$ cat src/hw/rtl/rgbu_pkg.sv
package rgbu_pkg;

  localparam int MAX_WIDTH   = 1024;
  localparam int MAX_HEIGHT  = 1024;
  localparam int STORE_DEPTH = 2 * MAX_WIDTH;

  localparam int COL_W   = (MAX_WIDTH > 1) ? $clog2(MAX_WIDTH) : 1;
  localparam int ROW_W   = (MAX_HEIGHT > 1) ? $clog2(MAX_HEIGHT) : 1;
  localparam int ADDR_W  = COL_W + 1;
  localparam int STORE_AW = (STORE_DEPTH > 1) ? $clog2(STORE_DEPTH) : 1;

  localparam int PIX_W   = 16;
  localparam int CFG_W   = 11;
  localparam int COORD_W = 11;
  localparam int IDX_W   = 2;

  localparam logic [IDX_W-1:0] REG_SOURCE_WIDTH  = 2'd0;
  localparam logic [IDX_W-1:0] REG_SOURCE_HEIGHT = 2'd1;

  localparam logic [CFG_W-1:0] WIDTH_RESET  = 11'd320;
  localparam logic [CFG_W-1:0] HEIGHT_RESET = 11'd200;

  // which destination column of the item is being issued
  typedef enum logic [2:0] {
    K_MID  = 3'b001,
    K_EVEN = 3'b010,
    K_EDGE = 3'b100
  } kind_t;

  // which destination row of the column is being emitted
  typedef enum logic [2:0] {
    PH_ABOVE = 3'b001,
    PH_EVEN  = 3'b010,
    PH_BELOW = 3'b100
  } phase_t;

  typedef struct packed {
    logic [ADDR_W-1:0] col;
    logic [ROW_W-1:0]  row;
    logic [PIX_W-1:0]  pix;
    logic              first_row;
    logic              last_row;
    logic              item_last;
  } col_issue_t;

  // truncating per-channel average, flag bit cleared
  function automatic logic [PIX_W-1:0] avg555(input logic [PIX_W-1:0] a,
                                              input logic [PIX_W-1:0] b);
    logic [5:0] r;
    logic [5:0] g;
    logic [5:0] bl;
    r  = {1'b0, a[14:10]} + {1'b0, b[14:10]};
    g  = {1'b0, a[9:5]}   + {1'b0, b[9:5]};
    bl = {1'b0, a[4:0]}   + {1'b0, b[4:0]};
    return {1'b0, r[5:1], g[5:1], bl[5:1]};
  endfunction

endpackage

$ cat src/hw/rtl/rgbu_emit.sv
module rgbu_emit (
  input  logic                          clk,
  input  logic                          rst,
  input  logic                          iss_valid,
  input  rgbu_pkg::col_issue_t          iss,
  input  logic [rgbu_pkg::PIX_W-1:0]    rd_data,
  output logic                          col_take,
  output logic                          out_valid,
  input  logic                          out_ready,
  output logic [rgbu_pkg::COORD_W-1:0]  dest_x,
  output logic [rgbu_pkg::COORD_W-1:0]  dest_y,
  output logic [rgbu_pkg::PIX_W-1:0]    pixel_out,
  output logic                          last_of_item
);

  logic                        b_valid;
  logic [rgbu_pkg::ADDR_W-1:0] b_col;
  logic [rgbu_pkg::ROW_W-1:0]  b_row;
  logic [rgbu_pkg::PIX_W-1:0]  b_pix;
  logic                        b_last_row;
  logic                        b_item_last;
  rgbu_pkg::phase_t            b_phase;

  logic                        emit_now;
  logic                        final_row;
  logic [rgbu_pkg::ROW_W:0]    y_even;
  logic [rgbu_pkg::ROW_W:0]    y_sel;
  logic [rgbu_pkg::PIX_W-1:0]  pix_sel;

  assign emit_now  = b_valid && (!out_valid || out_ready);
  assign final_row = (b_phase == rgbu_pkg::PH_BELOW) ||
                     (b_phase == rgbu_pkg::PH_EVEN && !b_last_row);
  assign col_take  = !b_valid || (emit_now && final_row);
  assign y_even    = {b_row, 1'b0};

  // the stored row word is on rd_data from the cycle after the column issued
  always_comb begin
    case (b_phase)
      rgbu_pkg::PH_ABOVE: begin
        y_sel   = y_even - (rgbu_pkg::ROW_W+1)'(1);
        pix_sel = rgbu_pkg::avg555(rd_data, b_pix);
      end
      rgbu_pkg::PH_EVEN: begin
        y_sel   = y_even;
        pix_sel = b_pix;
      end
      rgbu_pkg::PH_BELOW: begin
        y_sel   = y_even | (rgbu_pkg::ROW_W+1)'(1);
        pix_sel = b_pix;
      end
      default: begin
        y_sel   = y_even;
        pix_sel = b_pix;
      end
    endcase
  end

  always_ff @(posedge clk) begin
    if (rst) begin
      b_valid   <= 1'b0;
      b_phase   <= rgbu_pkg::PH_EVEN;
      out_valid <= 1'b0;
    end else begin
      if (iss_valid) begin
        b_valid <= 1'b1;
        b_phase <= iss.first_row ? rgbu_pkg::PH_EVEN : rgbu_pkg::PH_ABOVE;
      end else if (emit_now && final_row) begin
        b_valid <= 1'b0;
      end else if (emit_now) begin
        b_phase <= (b_phase == rgbu_pkg::PH_ABOVE) ? rgbu_pkg::PH_EVEN
                                                   : rgbu_pkg::PH_BELOW;
      end

      if (emit_now) begin
        out_valid <= 1'b1;
      end else if (out_ready) begin
        out_valid <= 1'b0;
      end
    end
  end

  always_ff @(posedge clk) begin
    if (iss_valid) begin
      b_col       <= iss.col;
      b_row       <= iss.row;
      b_pix       <= iss.pix;
      b_last_row  <= iss.last_row;
      b_item_last <= iss.item_last;
    end
    if (emit_now) begin
      dest_x       <= rgbu_pkg::COORD_W'(b_col);
      dest_y       <= rgbu_pkg::COORD_W'(y_sel);
      pixel_out    <= pix_sel;
      last_of_item <= b_item_last && final_row;
    end
  end

endmodule
$ cat config.mk
export PLATFORM = sky130hd
export DESIGN_NAME = rgbu_emit
export DESIGN_NICKNAME = d
export VERILOG_FILES = /design/src/hw/rtl/rgbu_pkg.sv /design/src/hw/rtl/rgbu_emit.sv
export SDC_FILE = /design/constraint.sdc
export NUM_CORES = 1
export LEC_CHECK = 0
export BUFFER_PORTS_ARGS = -buffer_cell sky130_fd_sc_hd__buf_4
export CORE_ASPECT_RATIO = 1.25
export CORE_MARGIN = 2
export CORE_UTILIZATION = 50
export CTS_BUF_LIST = sky130_fd_sc_hd__clkbuf_8
export DETAILED_ROUTE_END_ITERATION = 7
export PLACE_DENSITY = 0.74
export SYNTH_ARGS = -nofsm -noshare
export SYNTH_HDL_FRONTEND = slang
export SYNTH_SLANG_ARGS = --single-unit
$ cat constraint.sdc
create_clock -name clk -period 3.65 [get_ports clk]
set_input_delay 0.1825 -clock clk [delete_from_list [all_inputs] [get_ports clk]]
set_output_delay 0.1825 -clock clk [all_outputs]
set_load 0.01 [all_outputs]
==> flow_summary_export.csv <==
group,metric,value,unit
hold_path,whs_path_depth,1,
clock_tree,tritoncts,"built",
worst_setup_path,worstReg2RegEnd,"pixel_out[14]",
outcome,outcome,"finished clean",
cells_and_area,fin_nets,452,
die,core,0.00685,mm2
synth,synthCells,232,
hold_path,holdCritStartpoint,"iss[10]",
synth,yosysUniqueCellTypes,40,
die,rows,34,
die,die_w,78.7,um
sta,slew-limit-headroom,0.286,
clock_tree,cts-htree-levels,3,
routing,ant_nets,0,
sta,slew_violations,0,
clock_tree,cts_buffer_depth,2,
synth,postSynthRegisterBits,83,
clock_tree,clockRootBuffer,"clkbuf_8",
global_route,grt_pass1_wl,11200,um
worst_setup_path,crit_chain,"or3b_1, or3_1, a2bb2oi_1",
synth,synthFlopType,"edfxtp_1",
power_and_ir_drop,totalPowerFinal,2.11,mW
synth,synth-edff-count,78,
global_route,grtUsageTotal,0.192,
power_and_ir_drop,p_per_area,430,mW/mm2
routing,avgViaCountPerCell,5.08,
sta,hold_ws,0.0157,ns
cells_and_area,area_growth,40.7,%
sta,tightest_slew,1.07,ns
routing,wl_per_cell,14.5,um
worst_setup_path,critPathBufInv,0,
worst_setup_path,worstPathArrival,2.20,ns
sta,layout_setup_ws,1.56,ns
synth,syn_area,0.00348,mm2
placement,gp_congestion,0.808,
power_and_ir_drop,ir_drop,0.305,mV
placement,dp_hpwl,4550,um
worst_setup_path,cp.required,3.75,ns
clock_tree,clkTransAtPathRegs,0.08,ns
worst_setup_path,worstSetupStartpointType,"register",
routing,detail_route.iter0.violations,127,
routing,drtPass1Iterations,4,
synth,synth_nets,308,
die,die_h,97.3,um
die,dieArea,0.00766,mm2
die,start_util,0.509,
cells_and_area,post-route-util,0.716,
synth,synth-async-reset-ratio,0,
sta,setup_violations,0,
synth,ys_seq_area_frac,0.701,
global_route,grt_max_degree,46,
sta,finalCriticalPeriod,2.09,ns
placement,dp_slack,1.61,ns
worst_setup_path,r2r_start,"b_phase[0]",
routing,wl_met1,2520,um
sta,fin_skew,0.00887,ns
cells_and_area,n_antenna_cell,0,
worst_setup_path,slowest_delay,0.80,ns
routing,vias,2395,
worst_setup_path,cp_max_fo,29,
clock_tree,cts_sinks,83,
clock_tree,cts_buffers,9,
global_route,grt_overflow,0,
synth,synth_warnings,0,
routing,routed-wl-met3,288,um
cells_and_area,drive_gt1_frac,0.323,
worst_setup_path,reg2reg_slack,1.56,ns
sta,setup_tns,0,ns
routing,met2_length,3860,um
sta,rsz0062_at_grt,"false",
hold_path,min_path_type,"input pin to register",
routing,wirelength,6820,um
power_and_ir_drop,leakage,1.93,nW
routing,drc,0,
die,ios,101,
sta,timing.fmax,477,MHz
sta,final-hold-violation-count,0,
worst_setup_path,crit_type,"register to register",
worst_setup_path,reg2reg_depth,3,
worst_setup_path,critPathTopFamily,"simple AND/OR/NAND/NOR gates",
placement,portBuffers,99,
hold_path,hold_end,"b_pix[7]",
synth,syn_area_per_cell,15.0,um2
global_route,antenna_found_initial,0,
clock_tree,clk_latency,0.35,ns
job,max_cap_violations,0,
clock_tree,cts_resized,0,
global_route,grt_pass1_vias,2451,
routing,routed.top_layer,"met4",
worst_setup_path,end_kind,"register",
sta,timing.final.crit_share,0.574,
worst_setup_path,cp_slowest_cell,"or3b_1",
-- what timing repair did --
| action | CTS | global route |
|---|---|---|
| hold buffers | 34 | 4 |
| buffers inserted | 0 | 0 |
| endpoints found under the hold margin | 34 | 4 |
-- power by group --
| group | switching, mW | total [mW] | internal, mW | leakage [nW] |
|---|---|---|---|---|
| registers | 0.0362 | 1.16 | 1.13 | 0.789 |
| clock network | 0.336 | 0.655 | 0.320 | 0.0974 |
| logic | 0.129 | 0.289 | 0.160 | 1.04 |
| total | 0.501 | 2.11 | 1.61 | 1.93 |
-- per-layer routing --
| metal | vias to the layer above | track usage |
|---|---|---|
| li1 | 1177 | - |
| met1 | 1146 | 0.209 |
| met2 | 60 | 0.345 |
| met3 | 12 | 0.0381 |
| met4 | 0 | 0.0985 |
| met5 | - | 0 |
-- kinds of logic (layout without fill, tap and decap cells) --
family,count (synthesis),in the layout,share of synthesized area
buf+inv,8,157,0.0140
simple gates,80,80,0.127
flops,83,83,0.701
compound gates,32,32,0.0610
xor+xnor,13,13,0.0327
fa+ha+maj,16,16,0.0639
-- cell type report --
cell class                 count  area [um2]
clock inverter                 7        76.3
clock buffer                   9         124
sequential                    83        2440
timing repair buffer         138        1130
fill                         470        1950
tap                           90         113
inverter                       3        11.3
multi-input combinational    141        1010
-- cell usage after synthesis, drive strengths merged (3+ instances only) --
library cell / count / share of area
edfxtp: 78 / 0.67
nand2: 19 / 0.020
ha: 13 / 0.047
xnor2: 12 / 0.030
nor2: 10 / 0.011
nand3: 9 / 0.013
o21ai: 9 / 0.013
nor3: 8 / 0.011
a21oi: 7 / 0.010
and2: 7 / 0.013
nand4: 7 / 0.013
buf: 5 / 0.011
dfxtp: 5 / 0.029
a211o: 3 / 0.0075
a211oi: 3 / 0.0065
a21o: 3 / 0.0065
fa: 3 / 0.017
inv: 3 / 0.0032
nand2b: 3 / 0.0054
or3: 3 / 0.0054
or3b: 3 / 0.0075
-- state kept, by name (all words and copies together), names as in the netlist, 3 cells and up --
signal     count
pixel_out     16
b_pix         16
b_row         10
b_phase        3
dest_x        11
dest_y        11
b_col         11
-- metrics by stage --
step / std cells / instance area (um2)
2_1_floorplan: 232 / 3480
3_3_place_gp: 417 / 4320
3_5_place_dp: 417 / 4320
4_1_cts: 467 / 4860
5_1_grt: 471 / 4900
6_report: 471 / 4900
-- layout by cell type (no fill, tap or decap), drive strengths merged, types with 8 or more instances in the layout --
cell	synthesis	final
o21ai	9	9
xnor2	12	12
nand2	19	19
buf	5	100
nor3	8	8
ha	13	13
clkbuf	0	9
nor2	10	10
nand3	9	9
dlygate4sd3	0	38
edfxtp	78	78
-- how the worst max path moves through the flow --
stage	start	end	slack, ns	cells after the start
floorplan	out_valid	dest_x[0]	1.07	2
finish	b_phase[0]	pixel_out[14]	1.56	3
global route	b_phase[0]	pixel_out[14]	1.49	3
CTS	b_phase[0]	pixel_out[14]	1.61	3
detailed placement	b_phase[0]	pixel_out[14]	1.61	3
global placement	b_phase[0]	pixel_out[14]	1.64	3
No activity file was read; power rests on OpenSTA's default activity.
