<file path="src/hw/rtl/rgbu_pkg.sv">
package rgbu_pkg;

  localparam int MAX_WIDTH   = 1024;
  localparam int MAX_HEIGHT  = 1024;
  localparam int STORE_DEPTH = 2 * MAX_WIDTH;

  localparam int COL_W   = (MAX_WIDTH > 1) ? $clog2(MAX_WIDTH) : 1;
  localparam int ROW_W   = (MAX_HEIGHT > 1) ? $clog2(MAX_HEIGHT) : 1;
  localparam int ADDR_W  = COL_W + 1;
  localparam int STORE_AW = (STORE_DEPTH > 1) ? $clog2(STORE_DEPTH) : 1;

  localparam int PIX_W   = 16;
  localparam int CFG_W   = 11;
  localparam int COORD_W = 11;
  localparam int IDX_W   = 2;

  localparam logic [IDX_W-1:0] REG_SOURCE_WIDTH  = 2'd0;
  localparam logic [IDX_W-1:0] REG_SOURCE_HEIGHT = 2'd1;

  localparam logic [CFG_W-1:0] WIDTH_RESET  = 11'd320;
  localparam logic [CFG_W-1:0] HEIGHT_RESET = 11'd200;

  // which destination column of the item is being issued
  typedef enum logic [2:0] {
    K_MID  = 3'b001,
    K_EVEN = 3'b010,
    K_EDGE = 3'b100
  } kind_t;

  // which destination row of the column is being emitted
  typedef enum logic [2:0] {
    PH_ABOVE = 3'b001,
    PH_EVEN  = 3'b010,
    PH_BELOW = 3'b100
  } phase_t;

  typedef struct packed {
    logic [ADDR_W-1:0] col;
    logic [ROW_W-1:0]  row;
    logic [PIX_W-1:0]  pix;
    logic              first_row;
    logic              last_row;
    logic              item_last;
  } col_issue_t;

  // truncating per-channel average, flag bit cleared
  function automatic logic [PIX_W-1:0] avg555(input logic [PIX_W-1:0] a,
                                              input logic [PIX_W-1:0] b);
    logic [5:0] r;
    logic [5:0] g;
    logic [5:0] bl;
    r  = {1'b0, a[14:10]} + {1'b0, b[14:10]};
    g  = {1'b0, a[9:5]}   + {1'b0, b[9:5]};
    bl = {1'b0, a[4:0]}   + {1'b0, b[4:0]};
    return {1'b0, r[5:1], g[5:1], bl[5:1]};
  endfunction

endpackage

</file>
<file path="src/hw/rtl/rgbu_feed.sv">
module rgbu_feed (
  input  logic                        clk,
  input  logic                        rst,
  input  logic                        cfg_write,
  input  logic [rgbu_pkg::IDX_W-1:0]  cfg_index,
  input  logic [rgbu_pkg::CFG_W-1:0]  cfg_data,
  input  logic                        in_valid,
  output logic                        in_ready,
  input  logic [rgbu_pkg::PIX_W-1:0]  pixel_in,
  input  logic                        col_take,
  output logic                        iss_valid,
  output rgbu_pkg::col_issue_t        iss
);

  logic [rgbu_pkg::CFG_W-1:0] source_width;
  logic [rgbu_pkg::CFG_W-1:0] source_height;
  logic [rgbu_pkg::COL_W-1:0] column_count;
  logic [rgbu_pkg::ROW_W-1:0] row_count;
  logic [rgbu_pkg::PIX_W-1:0] previous_pixel;

  logic                       a_valid;
  logic [rgbu_pkg::PIX_W-1:0] a_cur;
  logic [rgbu_pkg::PIX_W-1:0] a_mid;
  logic [rgbu_pkg::COL_W-1:0] a_x;
  logic [rgbu_pkg::ROW_W-1:0] a_y;
  logic                       a_first_row;
  logic                       a_last_row;
  logic                       a_last_col;
  rgbu_pkg::kind_t            a_kind;

  logic [rgbu_pkg::COL_W:0]   w_eff;
  logic [rgbu_pkg::ROW_W:0]   h_eff;
  logic                       last_col;
  logic                       last_row;
  logic                       accept;
  logic                       cfg_hit;
  logic [rgbu_pkg::ADDR_W-1:0] col_base;

  always_comb begin
    if (source_width == '0) begin
      w_eff = (rgbu_pkg::COL_W+1)'(1);
    end else if (32'(source_width) > rgbu_pkg::MAX_WIDTH) begin
      w_eff = (rgbu_pkg::COL_W+1)'(rgbu_pkg::MAX_WIDTH);
    end else begin
      w_eff = (rgbu_pkg::COL_W+1)'(source_width);
    end
    if (source_height == '0) begin
      h_eff = (rgbu_pkg::ROW_W+1)'(1);
    end else if (32'(source_height) > rgbu_pkg::MAX_HEIGHT) begin
      h_eff = (rgbu_pkg::ROW_W+1)'(rgbu_pkg::MAX_HEIGHT);
    end else begin
      h_eff = (rgbu_pkg::ROW_W+1)'(source_height);
    end
  end

  assign last_col = ({1'b0, column_count} + (rgbu_pkg::COL_W+1)'(1)) == w_eff;
  assign last_row = ({1'b0, row_count} + (rgbu_pkg::ROW_W+1)'(1)) == h_eff;

  // column issue
  assign col_base = {a_x, 1'b0};
  always_comb begin
    iss.row       = a_y;
    iss.first_row = a_first_row;
    iss.last_row  = a_last_row;
    case (a_kind)
      rgbu_pkg::K_MID: begin
        iss.col       = col_base - rgbu_pkg::ADDR_W'(1);
        iss.pix       = a_mid;
        iss.item_last = 1'b0;
      end
      rgbu_pkg::K_EVEN: begin
        iss.col       = col_base;
        iss.pix       = a_cur;
        iss.item_last = !a_last_col;
      end
      rgbu_pkg::K_EDGE: begin
        iss.col       = col_base | rgbu_pkg::ADDR_W'(1);
        iss.pix       = a_cur;
        iss.item_last = 1'b1;
      end
      default: begin
        iss.col       = col_base;
        iss.pix       = a_cur;
        iss.item_last = 1'b1;
      end
    endcase
  end

  assign iss_valid = a_valid && col_take;
  assign in_ready  = !a_valid || (iss_valid && iss.item_last);
  assign accept    = in_valid && in_ready;
  assign cfg_hit   = cfg_write && (cfg_index == rgbu_pkg::REG_SOURCE_WIDTH ||
                                   cfg_index == rgbu_pkg::REG_SOURCE_HEIGHT);

  always_ff @(posedge clk) begin
    if (rst) begin
      source_width   <= rgbu_pkg::WIDTH_RESET;
      source_height  <= rgbu_pkg::HEIGHT_RESET;
      column_count   <= '0;
      row_count      <= '0;
      previous_pixel <= '0;
      a_valid        <= 1'b0;
      a_kind         <= rgbu_pkg::K_EVEN;
    end else begin
      if (cfg_write && cfg_index == rgbu_pkg::REG_SOURCE_WIDTH) begin
        source_width <= cfg_data;
      end
      if (cfg_write && cfg_index == rgbu_pkg::REG_SOURCE_HEIGHT) begin
        source_height <= cfg_data;
      end

      if (cfg_hit) begin
        column_count <= '0;
        row_count    <= '0;
      end else if (accept) begin
        if (last_col) begin
          column_count <= '0;
          row_count    <= last_row ? '0 : row_count + rgbu_pkg::ROW_W'(1);
        end else begin
          column_count <= column_count + rgbu_pkg::COL_W'(1);
        end
      end

      if (accept) begin
        previous_pixel <= pixel_in;
        a_valid        <= 1'b1;
        a_kind         <= (column_count != '0) ? rgbu_pkg::K_MID : rgbu_pkg::K_EVEN;
      end else if (iss_valid) begin
        if (iss.item_last) begin
          a_valid <= 1'b0;
        end else if (a_kind == rgbu_pkg::K_MID) begin
          a_kind <= rgbu_pkg::K_EVEN;
        end else begin
          a_kind <= rgbu_pkg::K_EDGE;
        end
      end
    end
  end

  // item payload, held while the item issues its columns
  always_ff @(posedge clk) begin
    if (accept) begin
      a_cur       <= pixel_in;
      a_mid       <= rgbu_pkg::avg555(previous_pixel, pixel_in);
      a_x         <= column_count;
      a_y         <= row_count;
      a_first_row <= (row_count == '0);
      a_last_row  <= last_row;
      a_last_col  <= last_col;
    end
  end

endmodule

</file>
<file path="config.mk">
export PLATFORM = sky130hd
export DESIGN_NAME = rgbu_feed
export DESIGN_NICKNAME = d
export VERILOG_FILES = /design/src/hw/rtl/rgbu_pkg.sv /design/src/hw/rtl/rgbu_feed.sv
export SDC_FILE = /design/constraint.sdc
export NUM_CORES = 1
export LEC_CHECK = 0
export ABC_AREA = 1
export BUFFER_PORTS_ARGS = -buffer_cell sky130_fd_sc_hd__buf_2
export CELL_PAD_IN_SITES_DETAIL_PLACEMENT = 1
export CELL_PAD_IN_SITES_GLOBAL_PLACEMENT = 2
export CORE_UTILIZATION = 34
export DETAILED_ROUTE_END_ITERATION = 7
export PLACE_DENSITY_LB_ADDON = 0.1
export REMOVE_ABC_BUFFERS = 1
export SYNTH_ARGS = -nofsm -noshare
export SYNTH_HDL_FRONTEND = slang
export SYNTH_SLANG_ARGS = --single-unit
</file>
<file path="constraint.sdc">
create_clock -name clk -period 2.56 [get_ports clk]
set_input_delay 0.384 -clock clk [delete_from_list [all_inputs] [get_ports clk]]
set_output_delay 0.384 -clock clk [all_outputs]
set_load 0.05 [all_outputs]
</file>
==> results.toml, run 1 <==
[status]
run_status = "finished, final reports clean"

[pwr]
p_total_w = 0.00544
power_frac_clock_pct = 45.8
static-leakage-power_nw = 3.29
comb_power_share_pct = 14.6
seqPwrFrac_pct = 39.6
power_switching_share_pct = 27.8
net-switching-power_w = 0.00151
power.internal_w = 0.00393
powerDensity_nw_per_um2 = 747
ir_worst_vdd_mv = 0.508

[floorplanning]
placementRows = 47
die-width_um = 134
starting_density_pct = 35.3
num_io_pins = 76
die_height_um = 134
core_region_area_um2 = 16800
dieArea_um2 = 18000

[timing]
maxClockFrequency_mhz = 410
skew_ps = 14.7
setup_violations = 0
report.final.slew_viol_count = 0
timing.max_slew.rel_slack_pct = 64.7
tightestPinTransition_ps = 525
finalCritPeriodShare_pct = 95.2
final_worst_setup_slack_ps = 122
hold_viol_final = 0
min_period_ps = 2440

[place]
globalplace.congestion = 0.797
hpwl_um = 12200
post_dp_cell_area_um2 = 6600
numPortBuffers = 75
placed_cells_incl_taps = 1049
dpl_worst_slack_ps = 230

[synthesis]
post_synth_num_cell_types = 34
part_of_the_yosys_area_used_for_sequential_elements_pct = 47.9
syn_area_um2 = 5930
synth.ff_latch_count = 115
yosys_warnings = 0
synthCells = 761
yosysTopAreaCellShare_pct = 27.3
synth.largest_area_cell = "edfxtp_1"
synth_area_leaders = "edfxtp_1, dfxtp_1, nand2_1, nor2_1, inv_1"
synth_area_per_cell_um2 = 7.80

[final_layout]
layout_commonest_cell = "nand2_1"
layout_common_cells = "nand2_1, nor2_1, inv_1"
fillers = 2098
layout-drive-gt1-share_pct = 17.3
stdcell_count = 1083
antennaDiodeCount = 0
multi_input_area_um2 = 2730
flow.area_growth_from_synthesis_pct = 22.8
register_area_um2 = 2840
design_area_um2 = 7290
nets = 904

[routing]
drt_iter0_markers = 188
post_drt_via_cell_ratio = 4.86
remaining_drc_errors = 0
detail_route.wl_per_cell_um = 15.0
vias = 5264
detail_route.wirelength_um = 16200
drt.antenna.violating_nets = 0
first_pass_iters = 4

[critical_path]
timing.critical_path.arrival_ps = 2050
worstPathMaxFanout = 4
r2r_cells = 15
setup.worst_path.class = "register to output pin"
cp.buffers_inverters = 2
startpoint_of_the_lowest_slack_register_to_register_path = "row_count[1]"
crit_chain = "inv_1 -> ha_1 -> nand2_2 -> nor4_4 -> o21ai_2 -> nor3_2 -> xor2_1 -> buf_4"
ff2ff_setup_slack_ps = 290
worst_setup_path_start_kind = "register"
critical_path_stages = 8
rr_endpoint = "row_count[1]"
crit_family = "simple AND/OR/NAND/NOR gates"
cpMaxStageDelayCell = "edfxtp_1"
critical_path.max_stage_delay_ps = 420
cp_data_required_time_ps = 2180
critical_path.endpoint_type = "output pin"

[cts]
clock_tree.buffer_depth = 2
htree_num_levels = 4
tritoncts.num_buffers = 17
clk_pin_slew_ps = 60
numClockSinks = 115
latest_clock_arrival_within_the_worst_skew_pair_ps = 430
clock_tree_from_tritoncts = "built"
clock_tree.root_cell = "clkbuf_16"

[global_routing]
wire_length_of_the_first_global_routing_pass_um = 26900
grt_max_degree = 43
antenna_found_initial = 0
number_of_global_route_vias_before_repair = 5457
remaining_global_route_overflow = 0
grt_util_all_layers_pct = 19.4

[worst_hold_path]
hold_path_depth = 1
min_from = "pixel_in[15]"
worst_hold_path_type = "input port to register"
whs_endpoint = "a_cur[15]"

[run]
drv_cap = 0
## power by group through the flow
stage | combinational [W] | clock, W | sequential, W
5_1_grt | 0.000890 | 0.00263 | 0.00217
3_3_place_gp | 0.000778 | 0 | 0.00219
2_1_floorplan | 0.000527 | 0 | 0.00221
4_1_cts | 0.000808 | 0.00256 | 0.00215
6_report | 0.000797 | 0.00249 | 0.00216
3_5_place_dp | 0.000802 | 0 | 0.00219
## logic make-up after synthesis
family	synth area share (%)
adders and majority gates	4.60
buffers and inverters	6.75
AOI/OAI and AO/OA	9.32
DFF	47.9
and+or+nand+nor	28.3
xor gates and xnor gates	3.10
## metal layers
layer / wire length [um] / up-vias / global-route usage, %
li1: - / 2644 / -
met1: 7800 / 2520 / 24.9
met2: 7640 / 86 / 32.0
met3: 607 / 14 / 3.63
met4: 181 / 0 / 8.18
met5: 0 / - / 0
## sequential cells by signal, indices dropped and copies added (netlist names)
register and flops:
a_cur 16, a_first_row 1, a_kind 3, a_last_col 1
a_last_row 1, a_mid 15, a_valid 1, a_x 10
a_y 10, column_count 10, previous_pixel 15, row_count 10
source_height 11, source_width 11
## per-stage QoR
stage,hold WS [ps],util (%),TNS [ps]
2_1_floorplan,408,-,-123520
3_3_place_gp,422,39.2,0
3_5_place_dp,426,39.2,0
4_1_cts,120,43.0,0
5_1_grt,129,43.3,-27.7
6_report,132,43.3,0
## repair_timing
| action | 4_1_cts | 5_1_grt |
|---|---|---|
| resized for setup | 5 | 9 |
| setup buffers | 0 | 2 |
| pin swaps | 0 | 1 |
| hold endpoints to repair | 0 | 0 |
| endpoints found under the setup margin | 3 | 7 |
| hold buffers | 0 | 0 |
## synthesized netlist by cell type, drive strengths merged
master,n
xor2,14
nand4,4
nand3b,7
xnor2,7
nand3,48
inv,81
o21bai,3
nor4,6
clkbuf,12
or2,2
o31ai,1
o211ai,4
dfxtp,61
nand2,224
o21ai,53
nor3,3
a21oi,39
a21boi,1
edfxtp,54
ha,17
a211oi,1
nor2,107
fa,3
buf,8
a31oi,1
## area by class of cell
type                       count  area share [%]
clock buffer                  18            5.89
clock inverter                14            2.54
inverter                      81            4.17
multi-input combinational    545            37.5
sequential                   115            39.0
tap                          220            3.78
timing repair buffer          90            7.14
## how the worst max path moves through the flow
stage,from,to,slack (ps)
CTS,a_x[0],iss[36],10
global placement,row_count[1],row_count[6],390
detailed placement,a_x[0],iss[38],230
floorplan,a_kind[1],column_count[0],-2030
finish,a_x[1],iss[38],120
global route,a_x[1],iss[38],-30
Power figures use the tool's default switching activity.
==> run 2, diff against run 1 <==
--- a/config.mk
+++ b/config.mk
@@ -7,7 +7,7 @@
 export LEC_CHECK = 0
 export ABC_AREA = 1
 export BUFFER_PORTS_ARGS = -buffer_cell sky130_fd_sc_hd__buf_2
-export CELL_PAD_IN_SITES_DETAIL_PLACEMENT = 1
+export CELL_PAD_IN_SITES_DETAIL_PLACEMENT = 0
 export CELL_PAD_IN_SITES_GLOBAL_PLACEMENT = 2
 export CORE_UTILIZATION = 34
 export DETAILED_ROUTE_END_ITERATION = 7
==> run 2 against run 1 <==
  * Critical path depth unchanged
  * Clock skew decreased by 6.7 ps
  * Non-clock buffer count unchanged
  * Combinational power decreased by 0.5%
  * Critical endpoint unchanged
  * Largest cell class unchanged
==> results.toml, run 2 (synthesized netlist as in run 1, its figures left out) <==
[critical_path]
cpMaxStageDelayCell = "edfxtp_1"
setup.worst_path.class = "register to output pin"
worstPathMaxFanout = 3
crit_chain = "inv_2 -> ha_4 -> nand2_4 -> nor4_4 -> o21ai_2 -> nor3_2 -> xor2_1 -> buf_4"
critical_path.endpoint_type = "output pin"
cp_data_required_time_ps = 2180
crit_family = "simple AND/OR/NAND/NOR gates"
critical_path.max_stage_delay_ps = 420
worst_setup_path_start_kind = "register"
timing.critical_path.arrival_ps = 2080
cp.buffers_inverters = 2

[final_layout]
layout_commonest_cell = "nand2_1"
stdcell_count = 1083
layout_common_cells = "nand2_1, nor2_1, inv_1"
flow.area_growth_from_synthesis_pct = 22.5
number_of_flip_flops_under_the_largest_register_name = 16
nets = 904
max_flop_register = "a_cur"
antennaDiodeCount = 0
reg_top3 = "a_cur: 16 flops, a_mid: 15 flops, previous_pixel: 15 flops"
layout-drive-gt1-share_pct = 17.7

[routing]
first_pass_iters = 5
remaining_drc_errors = 0
post_drt_via_cell_ratio = 4.74
detail_route.wl_per_cell_um = 13.7
vias = 5138
detail_route.wirelength_um = 14900
drt.antenna.violating_nets = 0
drt_iter0_markers = 257

[cts]
clock_tree.root_cell = "clkbuf_16"
latest_clock_arrival_within_the_worst_skew_pair_ps = 410
post_cts_hold_buffer_count = 0
numClockSinks = 115
htree_num_levels = 4
clk_pin_slew_ps = 60
clock_tree.buffer_depth = 2
tritoncts.num_buffers = 17
clock_tree_from_tritoncts = "built"

[global_routing]
grt_util_all_layers_pct = 17.4
number_of_global_route_vias_before_repair = 4857
grt_max_degree = 43
wire_length_of_the_first_global_routing_pass_um = 24100
remaining_global_route_overflow = 0
antenna_found_initial = 0

[floorplanning]
starting_density_pct = 35.3
core_region_area_um2 = 16800
num_io_pins = 76
placementRows = 47
die-width_um = 134
die_height_um = 134
dieArea_um2 = 18000

[place]
globalplace.congestion = 0.797
dpl_worst_slack_ps = 345
placed_cells_incl_taps = 1049
numPortBuffers = 75
hpwl_um = 11000

[timing]
final_worst_setup_slack_ps = 97.3
finalCritPeriodShare_pct = 96.2
tightestPinTransition_ps = 557
setup_violations = 0
report.final.slew_viol_count = 0
timing.max_slew.rel_slack_pct = 62.5
min_period_ps = 2460
skew_ps = 8.01
hold_viol_final = 0
maxClockFrequency_mhz = 406

[pwr]
ir_worst_vdd_mv = 0.513
power_switching_share_pct = 27.9
powerDensity_nw_per_um2 = 732
net-switching-power_w = 0.00148
seqPwrFrac_pct = 40.5
power_frac_clock_pct = 44.6
static-leakage-power_nw = 3.28
comb_power_share_pct = 14.9
power.internal_w = 0.00384

[status]
run_status = "finished, final reports clean"

[run]
drv_cap = 0

[worst_hold_path]
worst_hold_path_type = "input port to register"
-- run 2: area by class of cell --
cell class	count	area (um^2)
Timing Repair Buffer	90	508
Inverter	81	304
Sequential cell	115	2840
Clock inverter	14	160
Tap cell	220	275
Fill cell	1754	9550
Multi-Input combinational cell	545	2750
Clock buffer	18	429
-- run 2: path summary, 6_finish.rpt --
check	start	end	slack [ps]	cells after the start
setup / recovery	a_x[1]	iss[38]	100	8
hold / removal	pixel_in[15]	a_cur[15]	160	1
setup reg to reg	row_count[1]	row_count[8]	320	14
hold reg to reg	row_count[9]	a_y[9]	450	0
-- run 2: per-layer routing --
metal / share of wire (%) / vias up / global-route usage [%] / routed length [um]
met5: 0 / - / 0 / 0
met4: 0.80 / 0 / 5.81 / 119
met3: 3.6 / 8 / 4.27 / 535
met2: 45 / 93 / 27.5 / 6720
met1: 50 / 2376 / 23.2 / 7490
li1: - / 2661 / - / -
-- run 2: power by group through the flow --
stage               Sequential (W)  Combinational (W)  Clock [W]
finish                     0.00215           0.000793    0.00237
global route               0.00217           0.000881    0.00251
CTS                        0.00215           0.000792    0.00244
detailed placement         0.00219           0.000787          0
global placement           0.00219           0.000778          0
floorplan                  0.00221           0.000527          0
-- run 2: through the flow --
| step | hold WS, ps | total power [W] | util, % | setup TNS, ps | cell area [um^2] |
|---|---|---|---|---|---|
| 6_report | 162 | 0.00532 | 43.2 | 0 | 7270 |
| 3_5_place_dp | 435 | 0.00298 | 39.2 | 0 | 6600 |
| 5_1_grt | 142 | 0.00556 | 43.2 | -5.36 | 7270 |
| 3_3_place_gp | 422 | 0.00296 | 39.2 | 0 | 6600 |
| 2_1_floorplan | 408 | 0.00274 | - | -123520 | 5840 |
| 4_1_cts | 137 | 0.00538 | 42.8 | 0 | 7190 |
-- run 2: repair_timing --
| item | 4_1_cts | 5_1_grt |
|---|---|---|
| pin swaps | 0 | 7 |
| resized for setup | 3 | 16 |
| buffers inserted | 0 | 2 |
| endpoints found under the setup margin | 3 | 3 |
| gates cloned | 0 | 0 |
